===== config.mk =====
export PLATFORM = sky130hd
export DESIGN_NAME = hss_swap_seq
export DESIGN_NICKNAME = d
export VERILOG_FILES = /design/src/rtl/hss_pkg.sv /design/src/rtl/hss_swap_seq.sv
export SDC_FILE = /design/constraint.sdc
export NUM_CORES = 1
export LEC_CHECK = 0
export BUFFER_PORTS_ARGS = -buffer_cell sky130_fd_sc_hd__buf_2
export CAP_MARGIN = 40
export CORE_MARGIN = 8
export CORE_UTILIZATION = 58
export CTS_CLUSTER_DIAMETER = 150
export DETAILED_ROUTE_END_ITERATION = 16
export PLACE_DENSITY_LB_ADDON = 0.08
export SLEW_MARGIN = 20
export SYNTH_ARGS = -nofsm -noshare
export SYNTH_HDL_FRONTEND = slang
export SYNTH_SLANG_ARGS = --single-unit

===== constraint.sdc =====
create_clock -name clk -period 3.7 [get_ports clk]
set_input_delay 0.555 -clock clk [delete_from_list [all_inputs] [get_ports clk]]
set_output_delay 0.555 -clock clk [all_outputs]
set_load 0.02 [all_outputs]

===== src/rtl/hss_pkg.sv =====
// Shared types and constants for the Hermitian symmetric swap block.
// Holds the channel payload structs, opcodes, register indexes and status codes.
// No dependencies.
package hss_pkg;

    localparam int IDX_W      = 5;
    localparam int DATA_W     = 32;
    localparam int ELEM_W     = 2 * DATA_W;
    localparam int ORDER_W    = 6;
    localparam int CFG_IDX_W  = 1;
    localparam int CFG_DATA_W = 6;

    // Operation codes
    localparam logic [1:0] OP_WRITE = 2'd0;
    localparam logic [1:0] OP_READ  = 2'd1;
    localparam logic [1:0] OP_SWAP  = 2'd2;

    // Configuration register indexes
    localparam logic [CFG_IDX_W-1:0] REG_UPPER_STORED = 1'd0;
    localparam logic [CFG_IDX_W-1:0] REG_MATRIX_ORDER = 1'd1;

    localparam logic               UPPER_STORED_RESET = 1'b1;
    localparam logic [ORDER_W-1:0] MATRIX_ORDER_RESET = 6'd32;

    // Result status
    localparam logic ST_DONE  = 1'b0;
    localparam logic ST_ERROR = 1'b1;

    // Sign bit of the imaginary word: flip it to conjugate
    localparam logic [ELEM_W-1:0] CONJ_MASK = {1'b1, {(ELEM_W-1){1'b0}}};

    typedef struct packed {
        logic [1:0]        opcode;
        logic [IDX_W-1:0]  row;
        logic [IDX_W-1:0]  col;
        logic [DATA_W-1:0] value_re;
        logic [DATA_W-1:0] value_im;
        logic [IDX_W-1:0]  first_index;
        logic [IDX_W-1:0]  second_index;
    } hss_cmd_t;

    typedef struct packed {
        logic [DATA_W-1:0] read_re;
        logic [DATA_W-1:0] read_im;
        logic              status;
    } hss_rsp_t;

    // Control from the top level to the swap step sequencer
    typedef struct packed {
        logic start;
        logic advance;
    } seq_cmd_t;

    // Description of the step the sequencer currently presents
    typedef struct packed {
        logic conj;
        logic single;
        logic done;
    } seq_flags_t;

endpackage


===== src/rtl/hss_swap_seq.sv =====
// Step sequencer for the symmetric swap: walks the element pairs of one swap.
// Depends on hss_pkg.
module hss_swap_seq #(
    parameter int MAX_ORDER = 32,
    localparam int CW       = ($clog2(MAX_ORDER + 1) > 6) ? $clog2(MAX_ORDER + 1) : 6,
    localparam int DEPTH    = MAX_ORDER * MAX_ORDER,
    localparam int AW       = (DEPTH > 1) ? $clog2(DEPTH) : 1
) (
    input  logic                     clk,
    input  logic                     rst_n,
    input  hss_pkg::seq_cmd_t        cmd,
    input  logic [hss_pkg::IDX_W-1:0] first_index,
    input  logic [hss_pkg::IDX_W-1:0] second_index,
    input  logic [CW-1:0]            order,
    input  logic                     upper,
    output logic [AW-1:0]            addr_a,
    output logic [AW-1:0]            addr_b,
    output hss_pkg::seq_flags_t      flags
);
    import hss_pkg::*;

    typedef enum logic [2:0] {
        P_PRE, P_DIAG, P_MID, P_CPL, P_POST, P_DONE
    } phase_t;

    phase_t phase_reg, phase_next;
    logic [CW-1:0] k_reg, k_next;
    logic [CW-1:0] i1_reg, i2_reg, n_reg;
    logic          up_reg;
    logic [CW-1:0] k_inc;

    function automatic logic [AW-1:0] elem_addr(input logic [CW-1:0] r,
                                                input logic [CW-1:0] c);
        elem_addr = AW'(r) + AW'(c) * AW'(MAX_ORDER);
    endfunction

    assign k_inc = k_reg + CW'(1);

    // Advance to the next nonempty part of the walk
    always_comb
    begin
        phase_next = phase_reg;
        k_next     = k_reg;
        case (phase_reg)
            P_PRE:
            begin
                if (k_inc < i1_reg)
                begin
                    k_next = k_inc;
                end
                else
                begin
                    phase_next = P_DIAG;
                end
            end
            P_DIAG:
            begin
                if (i1_reg + CW'(1) < i2_reg)
                begin
                    phase_next = P_MID;
                    k_next     = i1_reg + CW'(1);
                end
                else
                begin
                    phase_next = P_CPL;
                end
            end
            P_MID:
            begin
                if (k_inc < i2_reg)
                begin
                    k_next = k_inc;
                end
                else
                begin
                    phase_next = P_CPL;
                end
            end
            P_CPL:
            begin
                if (i2_reg + CW'(1) < n_reg)
                begin
                    phase_next = P_POST;
                    k_next     = i2_reg + CW'(1);
                end
                else
                begin
                    phase_next = P_DONE;
                end
            end
            P_POST:
            begin
                if (k_inc < n_reg)
                begin
                    k_next = k_inc;
                end
                else
                begin
                    phase_next = P_DONE;
                end
            end
            default:
            begin
                phase_next = P_DONE;
            end
        endcase
    end

    always_ff @(posedge clk or negedge rst_n)
    begin
        if (!rst_n)
        begin
            phase_reg <= P_DONE;
            k_reg     <= '0;
        end
        else if (cmd.start)
        begin
            i1_reg <= CW'(first_index);
            i2_reg <= CW'(second_index);
            n_reg  <= order;
            up_reg <= upper;
            k_reg  <= '0;
            if (first_index != '0)
            begin
                phase_reg <= P_PRE;
            end
            else
            begin
                phase_reg <= P_DIAG;
            end
        end
        else if (cmd.advance)
        begin
            phase_reg <= phase_next;
            k_reg     <= k_next;
        end
    end

    // Element addresses of the current step
    always_comb
    begin
        addr_a       = elem_addr(i1_reg, i1_reg);
        addr_b       = elem_addr(i2_reg, i2_reg);
        flags.conj   = 1'b0;
        flags.single = 1'b0;
        flags.done   = 1'b0;
        case (phase_reg)
            P_PRE:
            begin
                addr_a = up_reg ? elem_addr(k_reg, i1_reg) : elem_addr(i1_reg, k_reg);
                addr_b = up_reg ? elem_addr(k_reg, i2_reg) : elem_addr(i2_reg, k_reg);
            end
            P_DIAG:
            begin
                addr_a = elem_addr(i1_reg, i1_reg);
                addr_b = elem_addr(i2_reg, i2_reg);
            end
            P_MID:
            begin
                addr_a     = up_reg ? elem_addr(i1_reg, k_reg) : elem_addr(k_reg, i1_reg);
                addr_b     = up_reg ? elem_addr(k_reg, i2_reg) : elem_addr(i2_reg, k_reg);
                flags.conj = 1'b1;
            end
            P_CPL:
            begin
                addr_a       = up_reg ? elem_addr(i1_reg, i2_reg) : elem_addr(i2_reg, i1_reg);
                flags.conj   = 1'b1;
                flags.single = 1'b1;
            end
            P_POST:
            begin
                addr_a = up_reg ? elem_addr(i1_reg, k_reg) : elem_addr(k_reg, i1_reg);
                addr_b = up_reg ? elem_addr(i2_reg, k_reg) : elem_addr(k_reg, i2_reg);
            end
            default:
            begin
                flags.done = 1'b1;
            end
        endcase
    end

endmodule


# ---- Yosys cells after proc, flatten, opt, wreduce, memory -nomap -nowiden
# Index checks and enable logic that the tools add are counted.
dict set report word_totals {
  output_inout_bits 23
  register_bits 26
  word_cells 72
  in_bits 21
}
dict set report op_classes {
  muxes 27
  n_eq_ne 12
  order_cmp 5
  reduce_logical 11
  add_sub_neg 11
}
# cell count
set ops {}
lappend ops {{adder 5 x 10 -> 10 bit} 6}
lappend ops {{two-way mux 10 bit} 5}
lappend ops {{two-way mux 6 bit} 7}
lappend ops {{one-hot mux 10 bit (3 select lines)} 1}
lappend ops {{one-hot mux 6 bit (5 select lines)} 1}
lappend ops {{inequality test 3 bit, second input constant} 8}
lappend ops {{adder 6 x 10 -> 10 bit} 2}
lappend ops {{one-hot mux 10 bit (2 select lines)} 1}
lappend ops {{less-than comparator 6 x 5 -> 1 bit} 3}
lappend ops {{two-way mux 3 bit} 5}
lappend ops {{one-hot mux 3 bit (5 select lines)} 1}
lappend ops {{adder 5 x 1 -> 6 bit, second input constant} 2}
lappend ops {{less-than comparator 6 bit} 2}
lappend ops {{AND reduction 7 bit} 1}
lappend ops {{adder 6 x 1 -> 6 bit, second input constant} 1}
lappend ops {{equality test 3 x 2 -> 1 bit, second input constant} 2}
lappend ops {{two-way mux 1 bit} 6}
lappend ops {{nonzero test 6 bit} 1}
lappend ops {{OR reduction 2 bit} 3}
lappend ops {{nonzero test 5 bit} 1}
lappend ops {{OR reduction 5 bit} 1}
lappend ops {{AND reduction 4 bit} 1}
lappend ops {{equality test 3 x 1 -> 1 bit, second input constant} 1}
lappend ops {{equality test 3 bit, second input constant} 1}
lappend ops {{other kinds (3)} 3}

# ---- Depth between registers and ports, before layout
dict set report depth {
  depth_word 6
  depth_mapped 10
  ltp_nobuf 10
}

# ---- Worst setup path after synthesis
# OpenSTA, ideal clock, no wires.
dict set report synth_path {
  kind {flip-flop to flip-flop}
  from {register k_reg[0]}
  to {register k_reg[5]}
  path_slack_ns 0.914
  stages_incl_launch_ff 11
  n_path_buf 1
  t_required_ns 3.562
  arrival_ns 2.648
  path_cell_list {dfrtp_1 -> buf_2 -> nand3_1 -> xnor2_1 -> ha_1 -> or3_1 -> o22a_1 -> a2111oi_4 -> o221ai_1 -> o311ai_1 -> o41ai_2}
}
dict set report synth_between {
  elab_chain_len 5
}
# item line_no
set synth_rtl {}
lappend synth_rtl {{start: declaration} hss_swap_seq.sv:27} ;# logic [CW-1:0] k_reg, k_next;
lappend synth_rtl {{start signal: assignment} hss_swap_seq.sv:135} ;# k_reg <= k_next;
lappend synth_rtl {{adder 6 x 1 -> 6 bit (*)} hss_swap_seq.sv:37} ;# assign k_inc = k_reg + CW'(1);
lappend synth_rtl {{branches (longest 4 deep; another with less-than comparator 6 bit)} n/a}
# Mark *: on every way between the ends. The select of a mux whose other input is x is not followed.
# A chain may end at the register's enable or synchronous reset.

# ---- Worst setup path after layout
dict set report layout_path {
  from {register k_reg[0]}
  to {register k_reg[2]}
}
# The elaborated chain is that of the path after synthesis.

==> impl_metrics.csv <==
group,metric,value,unit
die,core_area,4410,µm²
final_layout,n_fill_cell,381,
final_layout,fin_area,2980,µm²
final_layout,final_layout_size_suffix_gt1_share,18.4,%
clock_tree,cts_inserted_buffers,3,
final_layout,area_growth,11.0,%
clock_tree,clk_pin_slew,0.10,ns
run_status,outcome,"finished, final reports clean",
die,initial_utilization,60.9,%
die,dieArea,7070,µm²
global_route,grt_max_degree,23,
die,ioPinCount,44,
pwr,power.density,450,nW/µm²
clock_tree,cts_root_buf,"clkbuf_8",
yosys,ys_seq_area_share,27.5,%
yosys,yosysUniqueCellTypes,51,
timing,min_period,3.26,ns
placement,place_area,2900,µm²
setup_path,critical_path_class,"reg2reg",
setup_path,worstReg2RegEnd,"k_reg[2]",
timing,worst_pin_slew,0.795,ns
yosys,synth-edff-count,17,
yosys,synthesis.area,2690,µm²
timing,worst_hold_slack,0.107,ns
timing,period_share,88.1,%
timing,fmax,307,MHz
final_layout,nets,393,
setup_path,path_max_fanout,13,
global_route,antenna_found_initial,0,
clock_tree,cts_tree,"built",
setup_path,startpoint_type,"flop",
clock_tree,h-tree-depth,1,
setup_path,rr_worst_depth,9,
route,drc_errors,0,
yosys,syn_inst,313,
placement,dpl.hpwl,5910,µm
pwr,design_power_total,1.34,mW
setup_path,critPathRequiredTime,3.86,ns
route,ant_nets,0,
global_route,grt_pass1_wl,12400,µm
pwr,leakagePower,1.34,nW
die,fp.dieW,84.1,µm
yosys,synth-main-ff-cell,"edfxtp_1",
route,drtPass1Iterations,5,
timing,relSlewSlack,46.9,%
timing,finalSetupViolCount,0,
clock_tree,clock_latency,0.28,ns
route,wl_per_cell,19.7,µm
yosys,yosys.area.top_type,"edfxtp_1",
setup_path,cp-end-kind,"flop",
clock_tree,clk_path_buf_depth,2,
yosys,async_flop_share,34.6,%
setup_path,worstPathArrival,3.42,ns
clock_tree,ctsHoldBuffers,0,
global_route,track_usage,21.4,%
hold_path,min_path_type,"in2async",
clock_tree,cts_resized,0,
yosys,yosys.area.top_type_share,19.0,%
setup_path,r2r-start,"k_reg[0]",
yosys,synth_commonest_cells,"ha_1, inv_1, nand2_1, nand3_1, nor2_1",
yosys,avgSynthCellArea,8.59,µm²
route,vias,2616,
pwr,ir_worst_vdd,0.245,mV
flow_run,drv_cap,0,
final_layout,diodes,0,
timing,tns,0,ns
die,fp.dieH,84.1,µm
timing,hold_viol_final,0,
route,drt_iter0_markers,250,
clock_tree,cts.sinks,26,
route,wirelength,7750,µm
yosys,synth_warnings,0,
placement,place.gp.congestion,0.975,
setup_path,regToRegSetupSlack,0.44,ns
timing,rsz0062_at_grt,"false",
global_route,grt-ovfl-total,0,
yosys,synth_most_common_cell,"ha_1",
timing,skew,0.00693,ns
global_route,grt_pass1_vias,2503,
die,num_rows,24,
timing,maxSlewViolCount,0,
yosys,synth_area_leaders,"edfxtp_1, ha_1, dfrtp_1, a22oi_1, nand3_1",
placement,port_buffers,43,
yosys,synth_nets,363,
clock_tree,cts_setup_buffers,0,
yosys,ys_seq_elements,26,
route,viasPerCell,6.64,
routing by layer:
| layer | part of all wire, % | global-route usage, % | vias up |
|---|---|---|---|
| met5 | 0 | 0 | - |
| met4 | 1.4 | 7.69 | 0 |
| met3 | 9.5 | 3.81 | 14 |
| met2 | 46 | 33.1 | 153 |
| met1 | 43 | 28.7 | 1212 |
| li1 | - | - | 1237 |
per-stage QoR:
stage / util, % / std cells / setup WS (ns)
floorplan: - / 313 / 0.914
global placement: 65.8 / 389 / 0.649
detailed placement: 65.8 / 389 / 0.560
CTS: 67.3 / 393 / 0.518
global route: 67.6 / 394 / 0.254
finish: 67.6 / 394 / 0.439
cells in the final DEF (no fill, tap or decap), types with 5 or more instances in the layout:
master / synthesis / layout
buf_2: 5 / 43
ha_1: 29 / 29
inv_1: 23 / 23
nand3_1: 21 / 21
nand2_1: 21 / 21
nor2_1: 21 / 21
a21oi_1: 20 / 20
a22oi_1: 17 / 17
edfxtp_1: 17 / 17
o21ai_0: 15 / 15
xnor2_1: 10 / 10
mux2i_1: 8 / 8
dfrtp_1: 7 / 7
xor2_1: 6 / 6
nor3_1: 5 / 5
o21a_1: 5 / 5
cell type report:
| cell class | count | area, µm² | area share (%) |
|---|---|---|---|
| clock buffers | 4 | 66.3 | 2.22 |
| inverters | 23 | 86.3 | 2.89 |
| multi-input cells | 242 | 1780 | 59.5 |
| flip-flops and latches | 26 | 738 | 24.7 |
| well taps | 52 | 65.1 | 2.18 |
| repair buffers | 47 | 253 | 8.47 |
cells by family after synthesis:
| kind of cell | count (synthesis) | synth area share, % |
|---|---|---|
| DFF | 26 | 27.5 |
| AOI/OAI and AO/OA | 101 | 28.3 |
| muxes | 10 | 3.82 |
| buffers and inverters | 45 | 6.51 |
| xor gates and xnor gates | 16 | 5.21 |
| adders and majority gates | 29 | 13.5 |
| and+or+nand+nor | 86 | 15.2 |
power by group:
part / total [mW] / internal [mW] / switching, mW
registers: 0.442 / 0.345 / 0.0972
logic: 0.689 / 0.282 / 0.407
clock network: 0.213 / 0.118 / 0.0953
critical path, stage by stage, from the launching register on:
cell and delay [ns]:
dfrtp_1 0.63, ha_1 0.26, xor2_1 0.30, ha_1 0.31, o21a_1 0.19, o22a_1 0.22
a2111oi_4 0.43, o221ai_1 0.33, nor4_1 0.38, a211oi_1 0.09
worst max-delay path by stage:
| stage | endpoint | depth (start not counted) | from |
|---|---|---|---|
| floorplan | k_reg[5] | 10 | k_reg[0] |
| global placement | k_reg[5] | 9 | k_reg[0] |
| detailed placement | k_reg[5] | 9 | k_reg[0] |
| CTS | k_reg[5] | 9 | k_reg[0] |
| global route | k_reg[5] | 9 | k_reg[0] |
| finish | k_reg[2] | 9 | k_reg[0] |
No activity file was read; power rests on OpenSTA's default activity.
